`config.mk`:
```
export PLATFORM = sky130hd
export DESIGN_NAME = temperature_slew_filter_minmax_core_flat
export DESIGN_NICKNAME = d
export VERILOG_FILES = /design/src/rtl/tsf_pkg.sv /design/src/rtl/tsf_in_if.sv /design/src/rtl/tsf_out_if.sv /design/src/rtl/tsf_cfg_if.sv /design/src/rtl/temperature_slew_filter_minmax_core.sv /design/src/rtl/tsf_scale.sv /design/src/flat_wrapper.sv
export SDC_FILE = /design/constraint.sdc
export NUM_CORES = 1
export LEC_CHECK = 0
export CELL_PAD_IN_SITES_DETAIL_PLACEMENT = 1
export CELL_PAD_IN_SITES_GLOBAL_PLACEMENT = 1
export CORE_UTILIZATION = 42
export CTS_CLUSTER_SIZE = 10
export DETAILED_ROUTE_END_ITERATION = 12
export DONT_BUFFER_PORTS = 1
export GPL_TIMING_DRIVEN = 0
export PLACE_DENSITY_LB_ADDON = 0.1
export SETUP_SLACK_MARGIN = 0.15
export SYNTH_ARGS = -nofsm -noshare
export SYNTH_HDL_FRONTEND = slang
export SYNTH_SLANG_ARGS = --single-unit
export TNS_END_PERCENT = 100
```
`constraint.sdc`:
```
create_clock -name i_clk -period 26 [get_ports i_clk]
set_clock_uncertainty 0.15 [all_clocks]
set_input_delay 2.6 -clock i_clk [delete_from_list [all_inputs] [get_ports i_clk]]
set_output_delay 2.6 -clock i_clk [all_outputs]
set_load 0.02 [all_outputs]
```
`src/rtl/tsf_pkg.sv`:
```
// Shared widths, types and scaling constants of the temperature slew filter.
// No dependencies; every other file of the block takes this package first.
`timescale 1ns / 1ps
`default_nettype none

package tsf_pkg;

    // Field widths.
    localparam int unsigned SAMPLE_W = 12;
    localparam int unsigned OFFSET_W = 12;
    localparam int unsigned TEMP_W   = 14;

    // Scaling: (sample - 1855) * 6670 / 4096, truncated toward zero.
    localparam int unsigned DIFF_W      = SAMPLE_W + 1;
    localparam int unsigned PROD_W      = 26;
    localparam int unsigned SCALE_SHIFT = 12;

    localparam logic signed [DIFF_W-1:0] SCALE_ZERO = DIFF_W'(1855);
    localparam logic signed [PROD_W-1:0] SCALE_MUL  = PROD_W'(6670);
    // Bias added to negative products so the arithmetic shift rounds toward zero.
    localparam logic signed [PROD_W-1:0] ROUND_BIAS = PROD_W'((1 << SCALE_SHIFT) - 1);

    typedef logic        [SAMPLE_W-1:0] t_sample;
    typedef logic signed [OFFSET_W-1:0] t_offset;
    typedef logic signed [TEMP_W-1:0]   t_temp;

endpackage

`default_nettype wire

```
`src/rtl/tsf_in_if.sv`:
```
// Input channel of the temperature slew filter: one sample beat.
// Depends on tsf_pkg for the field types.
`timescale 1ns / 1ps
`default_nettype none

interface tsf_in_if;
    logic             valid;
    logic             ready;
    tsf_pkg::t_sample sensor_sample;
    logic             slew_en;

    modport source (output valid, output sensor_sample, output slew_en, input ready);
    modport sink   (input valid, input sensor_sample, input slew_en, output ready);
endinterface

`default_nettype wire

```
`src/rtl/tsf_out_if.sv`:
```
// Result channel of the temperature slew filter: one result beat per sample.
// Depends on tsf_pkg for the field types.
`timescale 1ns / 1ps
`default_nettype none

interface tsf_out_if;
    logic           valid;
    logic           ready;
    tsf_pkg::t_temp measured_value;
    tsf_pkg::t_temp filtered_reading;
    tsf_pkg::t_temp maximum_seen;
    tsf_pkg::t_temp minimum_seen;

    modport source (output valid, output measured_value, output filtered_reading,
                    output maximum_seen, output minimum_seen, input ready);
    modport sink   (input valid, input measured_value, input filtered_reading,
                    input maximum_seen, input minimum_seen, output ready);
endinterface

`default_nettype wire

```
`src/rtl/tsf_cfg_if.sv`:
```
// Configuration write channel of the temperature slew filter.
// Depends on tsf_pkg for the offset type.
`timescale 1ns / 1ps
`default_nettype none

interface tsf_cfg_if;
    logic             valid;
    logic             ready;
    tsf_pkg::t_offset calibration_offset;

    modport source (output valid, output calibration_offset, input ready);
    modport sink   (input valid, input calibration_offset, output ready);
endinterface

`default_nettype wire

```
`src/rtl/temperature_slew_filter_minmax_core.sv`:
```
// Top level of the temperature slew filter with running minimum and maximum.
// Depends on tsf_pkg, tsf_in_if, tsf_out_if, tsf_cfg_if and tsf_scale.
`timescale 1ns / 1ps
`default_nettype none

// The block accepts one sample beat every clock cycle unless the output stalls,
// and delivers one result beat for each, in order, from the output register.
// The first stage scales the sample and adds the calibration offset (one 13 by
// 14 bit multiply); the second stage steps the filtered reading and updates
// the running extremes, and loads the output register in the same cycle. The
// output register holds its beat while the sink stalls, and a sample already
// in the first stage waits behind it. Configuration writes are taken in every
// cycle and must only be issued while no beat is in flight.
module temperature_slew_filter_minmax_core (
    input  wire   i_clk,
    input  wire   i_rst_n,
    tsf_in_if.sink    i_sample,
    tsf_cfg_if.sink   i_cfg,
    tsf_out_if.source o_result
);

    // Configuration register.
    tsf_pkg::t_offset r_offset;

    // Scaling stage.
    logic             r_a_valid;
    tsf_pkg::t_temp   r_a_meas;
    logic             r_a_filt;
    tsf_pkg::t_temp   scaled;
    logic             a_load;

    // Filter state.
    tsf_pkg::t_temp   r_reading;
    tsf_pkg::t_temp   r_max;
    tsf_pkg::t_temp   r_min;
    logic             r_extremes_valid;
    tsf_pkg::t_temp   n_reading;
    tsf_pkg::t_temp   n_max;
    tsf_pkg::t_temp   n_min;
    logic             b_load;

    // Output register.
    logic             r_out_valid;
    tsf_pkg::t_temp   r_out_meas;

    // Offset register; writes are always accepted.
    assign i_cfg.ready = 1'b1;

    always_ff @(posedge i_clk) begin
        if (!i_rst_n) begin
            r_offset <= '0;
        end else if (i_cfg.valid) begin
            r_offset <= i_cfg.calibration_offset;
        end
    end

    // Handshake: the second stage advances when the output register is free
    // or being emptied, and the first stage refills behind it.
    assign b_load         = r_a_valid && (!r_out_valid || o_result.ready);
    assign i_sample.ready = !r_a_valid || b_load;
    assign a_load         = i_sample.valid && i_sample.ready;

    tsf_scale u_scale (
        .i_sample   (i_sample.sensor_sample),
        .i_offset   (r_offset),
        .o_measured (scaled)
    );

    // First stage registers.
    always_ff @(posedge i_clk) begin
        if (!i_rst_n) begin
            r_a_valid <= 1'b0;
        end else if (a_load) begin
            r_a_valid <= 1'b1;
        end else if (b_load) begin
            r_a_valid <= 1'b0;
        end
    end

    always_ff @(posedge i_clk) begin
        if (a_load) begin
            r_a_meas <= scaled;
            r_a_filt <= i_sample.slew_en;
        end
    end

    // Slew step or direct load of the reading, and the running extremes.
    always_comb begin
        if (!r_a_filt) begin
            n_reading = r_a_meas;
        end else if (r_a_meas > r_reading) begin
            n_reading = r_reading + tsf_pkg::TEMP_W'(1);
        end else if (r_a_meas < r_reading) begin
            n_reading = r_reading - tsf_pkg::TEMP_W'(1);
        end else begin
            n_reading = r_reading;
        end

        if (!r_extremes_valid || r_a_meas > r_max) begin
            n_max = r_a_meas;
        end else begin
            n_max = r_max;
        end

        if (!r_extremes_valid || r_a_meas < r_min) begin
            n_min = r_a_meas;
        end else begin
            n_min = r_min;
        end
    end

    // Filter state updates as each beat moves into the output register.
    always_ff @(posedge i_clk) begin
        if (!i_rst_n) begin
            r_reading        <= '0;
            r_max            <= '0;
            r_min            <= '0;
            r_extremes_valid <= 1'b0;
        end else if (b_load) begin
            r_reading        <= n_reading;
            r_max            <= n_max;
            r_min            <= n_min;
            r_extremes_valid <= 1'b1;
        end
    end

    // Output register.
    always_ff @(posedge i_clk) begin
        if (!i_rst_n) begin
            r_out_valid <= 1'b0;
        end else if (b_load) begin
            r_out_valid <= 1'b1;
        end else if (o_result.ready) begin
            r_out_valid <= 1'b0;
        end
    end

    always_ff @(posedge i_clk) begin
        if (b_load) begin
            r_out_meas <= r_a_meas;
        end
    end

    // The state registers already hold the values after the delivered beat.
    assign o_result.valid            = r_out_valid;
    assign o_result.measured_value   = r_out_meas;
    assign o_result.filtered_reading = r_reading;
    assign o_result.maximum_seen     = r_max;
    assign o_result.minimum_seen     = r_min;

endmodule

`default_nettype wire

```
`src/rtl/tsf_scale.sv`:
```
// Converts a raw sensor sample to tenths of a degree and adds the offset.
// Depends on tsf_pkg for widths and scaling constants.
`timescale 1ns / 1ps
`default_nettype none

module tsf_scale (
    input  wire tsf_pkg::t_sample i_sample,
    input  wire tsf_pkg::t_offset i_offset,
    output tsf_pkg::t_temp        o_measured
);

    logic signed [tsf_pkg::DIFF_W-1:0] diff;
    logic signed [tsf_pkg::PROD_W-1:0] product;
    logic signed [tsf_pkg::PROD_W-1:0] biased;
    logic signed [tsf_pkg::PROD_W-1:0] shifted;

    // Remove the zero point, then multiply by the scale factor.
    assign diff    = $signed({1'b0, i_sample}) - tsf_pkg::SCALE_ZERO;
    assign product = tsf_pkg::PROD_W'(diff) * tsf_pkg::SCALE_MUL;

    // Divide by 4096 with truncation toward zero.
    assign biased  = product + (product[tsf_pkg::PROD_W-1] ? tsf_pkg::ROUND_BIAS
                                                          : tsf_pkg::PROD_W'(0));
    assign shifted = biased >>> tsf_pkg::SCALE_SHIFT;

    // Apply the signed calibration offset; the sum always fits the result width.
    assign o_measured = $signed(shifted[tsf_pkg::TEMP_W-1:0])
                      + tsf_pkg::TEMP_W'(i_offset);

endmodule

`default_nettype wire

```
`src/flat_wrapper.sv`:
```
// flat-port wrapper written by rule: the top's interface ports become plain ports
module temperature_slew_filter_minmax_core_flat 
  (i_clk, i_rst_n, i_sample_valid, i_sample_sensor_sample, i_sample_slew_en, i_sample_ready, i_cfg_valid, i_cfg_calibration_offset, i_cfg_ready, o_result_valid, o_result_measured_value, o_result_filtered_reading, o_result_maximum_seen, o_result_minimum_seen, o_result_ready);
  tsf_in_if i_sample_i ();
  tsf_cfg_if i_cfg_i ();
  tsf_out_if o_result_i ();
  input  wire i_clk;
  input  wire i_rst_n;
  input wire logic [$bits(i_sample_i.valid)-1:0] i_sample_valid;
  input wire logic [$bits(i_sample_i.sensor_sample)-1:0] i_sample_sensor_sample;
  input wire logic [$bits(i_sample_i.slew_en)-1:0] i_sample_slew_en;
  output wire logic [$bits(i_sample_i.ready)-1:0] i_sample_ready;
  input wire logic [$bits(i_cfg_i.valid)-1:0] i_cfg_valid;
  input wire logic [$bits(i_cfg_i.calibration_offset)-1:0] i_cfg_calibration_offset;
  output wire logic [$bits(i_cfg_i.ready)-1:0] i_cfg_ready;
  output wire logic [$bits(o_result_i.valid)-1:0] o_result_valid;
  output wire logic [$bits(o_result_i.measured_value)-1:0] o_result_measured_value;
  output wire logic [$bits(o_result_i.filtered_reading)-1:0] o_result_filtered_reading;
  output wire logic [$bits(o_result_i.maximum_seen)-1:0] o_result_maximum_seen;
  output wire logic [$bits(o_result_i.minimum_seen)-1:0] o_result_minimum_seen;
  input wire logic [$bits(o_result_i.ready)-1:0] o_result_ready;
  assign i_sample_i.valid = i_sample_valid;
  assign i_sample_i.sensor_sample = i_sample_sensor_sample;
  assign i_sample_i.slew_en = i_sample_slew_en;
  assign i_sample_ready = i_sample_i.ready;
  assign i_cfg_i.valid = i_cfg_valid;
  assign i_cfg_i.calibration_offset = i_cfg_calibration_offset;
  assign i_cfg_ready = i_cfg_i.ready;
  assign o_result_valid = o_result_i.valid;
  assign o_result_measured_value = o_result_i.measured_value;
  assign o_result_filtered_reading = o_result_i.filtered_reading;
  assign o_result_maximum_seen = o_result_i.maximum_seen;
  assign o_result_minimum_seen = o_result_i.minimum_seen;
  assign o_result_i.ready = o_result_ready;
  temperature_slew_filter_minmax_core u_core (.i_clk(i_clk), .i_rst_n(i_rst_n), .i_sample(i_sample_i), .i_cfg(i_cfg_i), .o_result(o_result_i));
endmodule
```
Word level (Yosys, flattened, before mapping)
Index checks and enable logic that the tools add are counted.

Add/subtract/negate cells: 5. Multipliers: 1. Div/mod/pow operators: 0. Order comparisons: 4. Eq/ne operators: 1. Shift operators: 0. Mux-type cells: 8. Bitwise operators: 0. Reduce and logical (&&, ||, !) cells: 14.

Operators by type and width (number): two-way mux 14 bit (3); greater-than comparator 14 bit (2); < comparator 14 bit (2); adder 26 x 13 -> 26 bit (1); multiplier 13 x 13 -> 25 bit, second input constant (1); adder 14 x 12 -> 14 bit (1); adder 14 x 2 -> 14 bit, second input constant (1); subtractor 14 x 2 -> 14 bit, second input constant (1); subtractor 12 x 11 -> 13 bit, second input constant (1); two-way mux 12 bit (1); AND reduction 2 bit (3); logical OR 1 bit (4); two-way mux 1 bit (4); nonzero test 2 bit (2); logical NOT 1 bit (3); != test 3 bit, second input constant (1); logical AND 1 bit (2).

Flip-flop bits (word level): 86. Latch bits: 0. Memory bits (writable): 0. ROM bits: 0. Input port bits: 30. Memories: 0.

Logic depth before layout (Yosys ltp)
Gate-level depths: netlist of the first run.

Depth in word-level cells: 6. Mapped depth: 42. Depth with buffers taken out: 42.

Hierarchy
From an unflattened synthesis of the first run, not the netlist that was laid out.

Cell total of the unflattened synthesis: 1015. Area total of the unflattened synthesis: 9118.7 um^2.

By module, submodules not included: temperature_slew_filter_minmax_core (instances 1, cells an instance 485, area each 4733.3 um^2, sequential area each 2011.9 um^2); tsf_scale (instances 1, cells an instance 530, area each 4385.5 um^2, sequential area each 0.0 um^2).

Worst setup path after synthesis of the first run
No wires, ideal clock.

Kind: input -> register. Start point: input i_sample_sensor_sample[0]. End point: register u_core.r_a_meas[13] (data pin). Library setup time: 0.260 ns. Arrival: 11.191 ns. Data required time: 25.590 ns. Slack: 14.399 ns. Stages: 37. Buffers on the path: 0. Cells stage by stage: ha_1 nand3_1 nor2_1 or3_1 and3_1 a21oi_1 inv_1 fa_1 inv_1 ha_1 fa_1 ha_1 ha_1 o21ai_1 nand2_1 o21ai_0 mux2i_1 a311o_1 nor2_1 ha_1 a21boi_0 o21ai_0 nand3_1 or4_1 and4bb_1 o21ai_2 o21a_1 nor2_1 ha_1 a21o_1 a31o_2 nand4_1 nand3_1 o41ai_1 o21ai_0 xnor2_1 xnor2_1.

Cells in the longest elaborated chain, start to end: 5.

Ends and longest elaborated chain: start: declaration (RTL line flat_wrapper.sv:10) `input wire logic [$bits(i_sample_i.sensor_sample)-1:0] i_sample_sensor_sample;`; subtractor 12 x 11 -> 13 bit * (RTL line tsf_scale.sv:18) `assign diff = $signed({1'b0, i_sample}) - tsf_pkg::SCALE_ZERO;`; multiplier 13 x 13 -> 25 bit * (RTL line tsf_scale.sv:19) `assign product = tsf_pkg::PROD_W'(diff) * tsf_pkg::SCALE_MUL;`; two-way mux 12 bit (RTL line tsf_scale.sv:22) `assign biased = product + (product[tsf_pkg::PROD_W-1] ? tsf_pkg::ROUND_BIAS`; adder 26 x 13 -> 26 bit * (RTL line tsf_scale.sv:22); adder 14 x 12 -> 14 bit * (RTL line tsf_scale.sv:28) `+ tsf_pkg::TEMP_W'(i_offset);`; via u_core.scaled[13] (RTL line temperature_slew_filter_minmax_core.sv:29) `tsf_pkg::t_temp scaled;`; end signal: assignment (RTL line temperature_slew_filter_minmax_core.sv:82) `r_a_meas <= scaled;`; end: declaration (RTL line temperature_slew_filter_minmax_core.sv:27) `tsf_pkg::t_temp r_a_meas;`.

Mark *: on every way through the listed nets, which the timed path passes. The rest lies on a longest branch. A chain may end at the register's enable or synchronous reset.

Worst setup path in the final report of the first run
Start point: input i_sample_sensor_sample[4]. End point: register u_core.r_a_meas[13] (data pin).

Same word-level chain as after synthesis.

==> flow_summary_export.csv, run 1 <==
group,metric,value,unit
run_status,outcome,"finished clean",
placement,gp_congestion,0.819,
clocking,cts-root-buf,"clkbuf_16",
critical_path,path_max_fanout,5,
die,die_h,146,µm
drt,dr_total_vias,6739,
placement,numPortBuffers,0,
clocking,ctsHoldBuffers,0,
drt,drt_pass1_iterations,4,
sta,rsz0062_at_grt,"false",
final_layout,nFillCells,2354,
critical_path,rrSetupSlack,20770,ps
synth,syn_avg_cell_area,9.01,µm²
clocking,h-tree-depth,3,
final_layout,final_common_cell,"ha_1",
sta,finalHoldViolCount,0,
critical_path,r2r-end,"u_core.o_result.filtered_reading[13]$_SDFFE_PN0P_",
synth,synth.area.top_cells,"ha_1 22%, dfxtp_1 13%, edfxtp_1 10%",
critical_path,worstPathArrival,12320,ps
placement,dp_hpwl,17900,µm
worst_hold_path,holdPathEnd,"u_core.r_offset[3]$_SDFFE_PN0P_",
die,rows,52,
critical_path,slowest_stage,"nor3_1",
drt,wl_per_cell,17.5,µm
clocking,cts_made_buffers,9,
sta,finalCritPeriodShare,0.476,
drt,vias_per_cell,5.40,
clocking,clk_pin_slew,70,ps
sta,worst_pin_slew,999,ps
die,dieWidth,146,µm
critical_path,crit_family,"adder cells",
worst_hold_path,hold_path_depth,2,
critical_path,path_buf_inv,5,
drt,drt_wl_total,21800,µm
global_routing,grt_pass1_vias,7058,
sta,fin_crit,12380,ps
final_layout,final_cell_mix,"150 x ha_1, 130 x inv_1, 75 x nor2_1, 65 x nand2_1, 57 x dfxtp_1",
critical_path,r2r_cells,19,
sta,timing.final.ws_setup,13620,ps
worst_hold_path,min-delay-start,"u_core.r_offset[3]$_SDFFE_PN0P_",
global_routing,grt.total_usage,0.212,
drt,drc,0,
critical_path,cp-end-kind,"flip-flop",
sta,final_max_slew_viol_count,0,
critical_path,worstSetupStartpointType,"input port",
clocking,cts_tree,"yes",
synth,synth_edf_count,29,
synth,synthDistinctLibCells,75,
synth,syn_area,8660,µm²
critical_path,worstSetupPathDepth,40,
final_layout,drive_gt1_frac,0.0307,
synth,synth_top_cell_area_share,0.217,
die,die_area,21200,µm²
global_routing,antenna_found_initial,2,
critical_path,max_stage_delay,580,ps
synth,ys_ff_latch,86,
sta,hold_slack,357,ps
final_layout,multi_input_area,6080,µm²
synth,synthArstFlopShare,0,
global_routing,grt_pass1_wl,35700,µm
job,maxCapViolations,0,
clocking,cts_setup_buffers,0,
drt,first_iter_violations,182,
final_layout,register_area,2010,µm²
sta,slew_headroom,0.331,
clocking,clk_path_buf_depth,2,
critical_path,crit_type,"in2reg",
drt,ant_nets,0,
die,pin_count,89,
sta,final.setup.tns,0,ps
clocking,clock-sinks,86,
global_routing,grt_max_degree,18,
synth,synth_cells,961,
synth,synth_area_leader_cell,"ha_1",
clocking,post_cts_resized,0,
clocking,clk_latency,350,ps
synth,synth_warnings,0,
final_layout,num_antenna_cells,0,
synth,synth.net_count,1174,
sta,finalSetupViolCount,0,
global_routing,grt_overflow,0,
synth,seq_area_frac_synth,0.232,
final_layout,area_growth_syn_to_layout,7.56,%
critical_path,cp.required,25950,ps
critical_path,reg2reg_from,"u_core.r_a_meas[7]$_DFFE_PP_",
final_layout,nets,1185,
die,coreArea,20200,µm²
sta,fmax,80.8,MHz
synth,yosys_most_used_dff,"dfxtp_1",
die,start_util,0.428,
placement,post-place-ws,13170,ps
worst_hold_path,hold_path.class,"reg2reg",
[per-stage QoR]
| step | instance area, µm² | cells | utilization |
|---|---|---|---|
| 2_1_floorplan | 8660 | 961 | - |
| 3_3_place_gp | 9000 | 1231 | 0.445 |
| 3_5_place_dp | 9000 | 1231 | 0.445 |
| 4_1_cts | 9310 | 1247 | 0.460 |
| 5_1_grt | 9310 | 1247 | 0.460 |
| 6_report | 9310 | 1247 | 0.460 |
[routing by layer]
layer  part of all wire  routed length (µm)  vias to the layer above  track usage
met5             0.0014                  31                        -            0
met2               0.51               11100                       98        0.397
met1               0.44                9640                     3247        0.247
met4              0.023                 493                        4       0.0674
li1                   -                   -                     3360            -
met3              0.027                 579                       30       0.0295
[Yosys cell counts (12+ instances only)]
| cell | number |
|---|---|
| a21oi_1 | 54 |
| xnor2_1 | 44 |
| ha_1 | 150 |
| xor2_1 | 30 |
| nand2_1 | 65 |
| fa_1 | 33 |
| mux2i_1 | 53 |
| dfxtp_1 | 57 |
| o21ai_0 | 30 |
| inv_1 | 130 |
| nor2_1 | 75 |
| nand3_1 | 12 |
| edfxtp_1 | 29 |
| a21o_1 | 32 |
[worst register-to-register path, delay by kind of cell, from the launching register on]
family,cells,cell delay [ps]
flip-flops,1,580
AND/OR/NAND/NOR,4,1040
AO/OA/AOI/OAI,11,2050
buffers and inverters,2,600
adder cells (fa/ha/maj),2,720
[logic make-up (layout without fill, tap and decap cells)]
group	Yosys count	count (layout)	synth area share
AND/OR/NAND/NOR	228	228	0.128
AO/OA/AOI/OAI	184	184	0.141
adder cells (fa/ha/maj)	183	183	0.293
buffers and inverters	150	166	0.0659
flip-flops	86	86	0.232
XOR/XNOR	75	75	0.0767
multiplexers	54	54	0.0626
other	1	1	0.000433
[registers in the layout, indices dropped and copies added (netlist names)]
register,flops
u_core.o_result.filtered_reading,14
u_core.o_result.maximum_seen,14
u_core.o_result.measured_value,14
u_core.o_result.minimum_seen,14
u_core.r_a_meas,14
u_core.r_offset,12
u_core.o_result.valid,1
u_core.r_a_filt,1
u_core.r_a_valid,1
u_core.r_extremes_valid,1
[worst max-delay path by stage]
stage / startpoint / end / slack [ps]
floorplan: i_sample_sensor_sample[0] / u_core.r_a_meas[13]$_DFFE_PP_ / 14400
global placement: i_sample_sensor_sample[0] / u_core.r_a_meas[13]$_DFFE_PP_ / 12750
detailed placement: i_sample_sensor_sample[4] / u_core.r_a_meas[13]$_DFFE_PP_ / 13170
CTS: i_sample_sensor_sample[4] / u_core.r_a_meas[13]$_DFFE_PP_ / 13490
global route: i_sample_sensor_sample[4] / u_core.r_a_meas[12]$_DFFE_PP_ / 12760
finish: i_sample_sensor_sample[4] / u_core.r_a_meas[13]$_DFFE_PP_ / 13620
[cell type report]
cell class | instances | share of cell area
Inverter | 132 | 0.0532
Clock buffer | 9 | 0.0242
Clock inverter | 7 | 0.00940
Buffer | 18 | 0.00806
Multi-Input combinational cell | 725 | 0.653
Tap cell | 270 | 0.0363
Sequential cell | 86 | 0.216
Power of run 1 is left out: the tool's default activity adds up to more than one toggle a clock period on the data nets, which glitch-free logic cannot reach.
==> run 2, diff against run 1 <==
==> constraint.sdc (replaced) <==
create_clock -name i_clk -period 11.35 [get_ports i_clk]
set_clock_uncertainty 0.15 [all_clocks]
set_input_delay 1.135 -clock i_clk [delete_from_list [all_inputs] [get_ports i_clk]]
set_output_delay 1.135 -clock i_clk [all_outputs]
set_load 0.02 [all_outputs]
==> run 2 against run 1 <==
Global-route usage unchanged. Register-to-register slack worse by 15000 ps. Die area unchanged. Critical endpoint unchanged. Sequential share of layout area down 0.098 points. Flip-flop and latch count unchanged. Core utilization up 0.21 points. Highest routed layer unchanged. First-iteration DRC count down 3.8%. Critical path depth down 1. Cell count unchanged. Cell area up 0.46%. Non-clock buffer count unchanged. Count of clock-buffer cells in the layout unchanged.
==> flow_summary_export.csv, run 2 (synthesis results as in run 1) <==
group,metric,value,unit
worst_hold_path,min-delay-start,"u_core.r_offset[3]$_SDFFE_PN0P_",
clocking,cts_made_buffers,9,
placement,dp_hpwl,17900,µm
sta,fin_crit,10460,ps
critical_path,crit_type,"in2reg",
drt,vias_per_cell,5.39,
die,die_h,146,µm
drt,wl_per_cell,17.5,µm
final_layout,final_cell_mix,"150 x ha_1, 130 x inv_1, 74 x nor2_1, 65 x nand2_1, 57 x dfxtp_1",
sta,finalHoldViolCount,0,
final_layout,register_area,2010,µm²
critical_path,path_common_cell,"ha_1",
placement,gp_congestion,0.819,
final_layout,nFillCells,2348,
drt,drt_wl_total,21800,µm
clocking,clk_path_buf_depth,2,
clocking,clk_pin_slew,70,ps
sta,fmax,95.6,MHz
critical_path,cp-startpoint,"i_sample_sensor_sample[0]",
worst_hold_path,hold_path.class,"reg2reg",
global_routing,grt.total_usage,0.212,
critical_path,slowest_stage,"or4_1",
final_layout,multi_input_area,6120,µm²
clocking,cts_tree,"yes",
critical_path,rrSetupSlack,6110,ps
critical_path,r2r-end,"u_core.o_result.filtered_reading[13]$_SDFFE_PN0P_",
sta,finalSetupViolCount,0,
final_layout,drive_gt1_frac,0.0358,
final_layout,final_common_cell,"ha_1",
sta,slew_headroom,0.331,
clocking,cts-root-buf,"clkbuf_16",
drt,ant_nets,0,
run_status,outcome,"finished clean",
global_routing,grt_pass1_wl,35700,µm
final_layout,nets,1185,
sta,final_max_slew_viol_count,0,
placement,post-place-ws,-14.1,ps
final_layout,area_growth_syn_to_layout,8.05,%
die,start_util,0.428,
die,dieWidth,146,µm
drt,first_iter_violations,175,
placement,numPortBuffers,0,
drt,drt_pass1_iterations,4,
critical_path,cp.required,11300,ps
job,maxCapViolations,0,
die,rows,52,
global_routing,antenna_found_initial,2,
drt,dr_total_vias,6725,
die,coreArea,20200,µm²
final_layout,num_antenna_cells,0,
clocking,clock-sinks,86,
critical_path,cp-endpoint,"u_core.r_a_meas[13]$_DFFE_PP_",
critical_path,r2r_cells,19,
sta,rsz0062_at_grt,"false",
global_routing,grt_pass1_vias,7058,
critical_path,cp-end-kind,"flip-flop",
critical_path,worstPathArrival,10410,ps
sta,timing.final.ws_setup,888,ps
critical_path,worstSetupStartpointType,"input port",
final_layout,final_util,0.462,
critical_path,reg2reg_from,"u_core.r_a_meas[7]$_DFFE_PP_",
critical_path,max_stage_delay,580,ps
sta,finalCritPeriodShare,0.922,
drt,drc,0,
die,die_area,21200,µm²
global_routing,grt_overflow,0,
die,pin_count,89,
sta,worst_pin_slew,999,ps
global_routing,grt_max_degree,18,
critical_path,path_max_fanout,6,
clocking,h-tree-depth,3,
clocking,ctsHoldBuffers,0,
clocking,clk_latency,350,ps
## run 2: cell counts in the layout (fill, tap and decap cells not counted)
Identical to the previous run, type by type.
## run 2: how the worst min path moves through the flow
stage                                                      end  cells after the start
after floorplan           u_core.r_extremes_valid$_SDFFE_PN0P_                      2
after global placement         u_core.r_offset[0]$_SDFFE_PN0P_                      2
after detailed placement       u_core.r_offset[0]$_SDFFE_PN0P_                      2
after CTS                      u_core.r_offset[0]$_SDFFE_PN0P_                      2
after global routing           u_core.r_offset[3]$_SDFFE_PN0P_                      2
final                          u_core.r_offset[3]$_SDFFE_PN0P_                      2
## run 2: final cells by class
class                           count  share of cell area
Buffer                             18             0.00802
Clock buffer                        9              0.0241
Clock inverter                      7             0.00936
Inverter                          132              0.0530
Multi-Input combinational cell    725               0.654
Sequential cell                    86               0.215
Tap cell                          270              0.0361
## run 2: worst max-delay path: cells and delay by family
kind,cells,cell delay (ps)
multiplexers,1,270
buffers and inverters,4,280
adder cells (fa/ha/maj),9,3210
XOR/XNOR,4,690
AO/OA/AOI/OAI,10,2620
AND/OR/NAND/NOR,11,2170
## run 2: timing repair
action / 4_1_cts / 5_1_grt
buffers inserted: 0 / 0
gates resized for setup: 0 / 8
setup endpoints to repair: 0 / 5
## run 2: through the flow
step	instance area, µm²	hold WS, ps	TNS, ps	std cells
after floorplan	8660	312	0	961
after detailed placement	9000	347	-14.1	1231
after global routing	9360	390	0	1247
after CTS	9310	361	0	1247
final	9360	356	0	1247
after global placement	9000	334	-939	1231
## run 2: layer usage
layer	track usage	share of wire	routed length [µm]
met5	0	0.0014	31
met4	0.0674	0.022	474
met3	0.0295	0.026	562
met2	0.397	0.51	11100
met1	0.247	0.44	9630
Power of run 2 is left out for the same reason.
==> run 3, diff against run 2 <==
--- a/config.mk
+++ b/config.mk
@@ -16,5 +16,6 @@
 export SETUP_SLACK_MARGIN = 0.15
 export SYNTH_ARGS = -nofsm -noshare
 export SYNTH_HDL_FRONTEND = slang
+export SYNTH_HIERARCHICAL = 1
 export SYNTH_SLANG_ARGS = --single-unit
 export TNS_END_PERCENT = 100
==> constraint.sdc (replaced) <==
create_clock -name i_clk -period 11.55 [get_ports i_clk]
set_clock_uncertainty 0.15 [all_clocks]
set_input_delay 1.155 -clock i_clk [delete_from_list [all_inputs] [get_ports i_clk]]
set_output_delay 1.155 -clock i_clk [all_outputs]
set_load 0.02 [all_outputs]
==> run 3 against run 2 <==
First-iteration DRC count increased by 4.6%. Count of clock-buffer cells in the layout increased by 3. Cell count increased by 4.8%. Core utilization decreased by 0.11 points.
==> flow_summary_export.csv, run 3 <==
group,metric,value,unit
clocking,h-tree-depth,3,
synth,synth_cells,1015,
critical_path,max_stage_delay,560,ps
final_layout,drive_gt1_frac,0.0689,
critical_path,worstPathArrival,10450,ps
placement,dp_hpwl,19000,µm
final_layout,final_util,0.461,
placement,gp_congestion,0.804,
die,start_util,0.431,
die,die_area,22300,µm²
clocking,cts_made_buffers,9,
die,pin_count,89,
synth,synth_warnings,6,
synth,synth_area_leader_cell,"ha_1",
sta,rsz0062_at_grt,"false",
synth,yosysMostFrequentCell,"ha_1",
clocking,cts_setup_buffers,0,
critical_path,path_max_fanout,12,
critical_path,path_common_cell,"ha_1",
synth,synth_edf_count,29,
critical_path,slowest_stage,"nor3b_1",
synth,synthArstFlopShare,0,
sta,fin_crit,10540,ps
clocking,cts_tree,"yes",
drt,wl_per_cell,17.6,µm
sta,final_max_slew_viol_count,0,
drt,vias_per_cell,5.44,
synth,syn_area,9120,µm²
critical_path,worstSetupStartpointType,"input port",
sta,fmax,94.9,MHz
clocking,clk_path_buf_depth,2,
clocking,ctsHoldBuffers,0,
synth,seq_area_frac_synth,0.221,
synth,synth_top_cell_area_share,0.207,
synth,yosys_most_used_dff,"dfxtp_1",
final_layout,final_cell_count_no_fill,1307,
clocking,clk_latency,330,ps
die,rows,53,
sta,finalHoldViolCount,0,
global_routing,grt_pass1_vias,7348,
clocking,clock-sinks,86,
synth,synth.net_count,1227,
drt,drt_wl_total,22900,µm
critical_path,cp.required,11460,ps
die,die_h,149,µm
drt,first_iter_violations,183,
global_routing,grt_overflow,0,
final_layout,final_common_cell,"ha_1",
sta,timing.final.ws_setup,1010,ps
global_routing,grt_pass1_wl,36700,µm
critical_path,cp-end-kind,"flip-flop",
drt,dr_total_vias,7112,
run_status,outcome,"finished clean",
sta,slew_headroom,0.448,
synth,ys_ff_latch,86,
sta,worst_pin_slew,829,ps
final_layout,nets,1238,
global_routing,grt.total_usage,0.209,
synth,synthDistinctLibCells,87,
placement,dp.cells,1290,
final_layout,area_growth_syn_to_layout,7.01,%
clocking,clk_pin_slew,70,ps
drt,ant_nets,0,
synth,yosys-top-cells-count,"151 x ha_1, 135 x inv_1, 74 x nor2_1",
clocking,cts-root-buf,"clkbuf_16",
critical_path,crit_type,"in2reg",
final_layout,nFillCells,2486,
final_layout,final_cell_mix,"151 x ha_1, 135 x inv_1, 73 x nor2_1, 57 x dfxtp_1, 54 x a21oi_1",
placement,post-place-ws,-237,ps
drt,drc,0,
global_routing,grt_max_degree,24,
worst_hold_path,hold_path.class,"reg2reg",
placement,numPortBuffers,0,
die,coreArea,21200,µm²
die,dieWidth,149,µm
sta,finalCritPeriodShare,0.912,
sta,finalSetupViolCount,0,
job,maxCapViolations,0,
synth,synth.area.top_cells,"ha_1 21%, dfxtp_1 13%, edfxtp_1 9.5%",
global_routing,antenna_found_initial,2,
synth,syn_avg_cell_area,8.98,µm²
drt,drt_pass1_iterations,4,
-- run 3: worst paths after layout --
| kind | startpoint | to | slack (ps) | cells after the start |
|---|---|---|---|---|
| worst max-delay path | i_sample_sensor_sample[0] | u_core/r_a_meas[13]$_DFFE_PP_ | 1010 | 36 |
| worst max register to register | u_core/r_a_meas[3]$_DFFE_PP_ | u_core/o_result.filtered_reading[13]$_SDFFE_PN0P_ | 6660 | 16 |
| worst min register to register | u_core/r_offset[2]$_SDFFE_PN0P_ | u_core/r_offset[2]$_SDFFE_PN0P_ | 360 | 2 |
| worst min-delay path | u_core/r_offset[2]$_SDFFE_PN0P_ | u_core/r_offset[2]$_SDFFE_PN0P_ | 360 | 2 |
-- run 3: layer usage --
layer / up-vias / global-route usage / part of all wire
met5: - / 0 / 0.00074
met4: 2 / 0.0398 / 0.0070
met3: 13 / 0.0361 / 0.035
met2: 91 / 0.397 / 0.51
met1: 3403 / 0.244 / 0.45
li1: 3603 / - / -
-- run 3: kinds of logic after synthesis --
kind of cell    synth area share
compound gates             0.172
xor+xnor                  0.0701
fa+ha+maj                  0.275
buf+inv                   0.0723
flops                      0.221
mux                       0.0409
other cells             0.000411
simple gates               0.149
-- run 3: per-stage QoR --
step                area (µm²)  TNS [ps]  hold slack [ps]
floorplan                 9120         0              304
global placement          9460      -154              334
detailed placement        9460      -241              345
CTS                       9750         0              362
global route              9760         0              380
finish                    9760         0              357
-- run 3: area by class of cell --
cell class	instances	area [µm²]	area share
antenna	1	2.50	0.000256
sequential	86	2010	0.206
tap	275	344	0.0353
clock inverter	4	28.8	0.00295
buffer	25	141	0.0145
multi-input combinational	766	6450	0.661
clock buffer	12	256	0.0263
inverter	138	518	0.0531
-- run 3: critical path, delay by kind of cell --
family          cells  cell delay (ps)
compound gates     12             2850
buf+inv             5              510
fa+ha+maj           8             3180
simple gates        8             2260
xor+xnor            3              500
-- run 3: timing repair --
item	in CTS	in global routing
resized for setup	1	1
setup endpoints to repair	1	2
pin swaps	0	0
Power of run 3 is left out for the same reason.
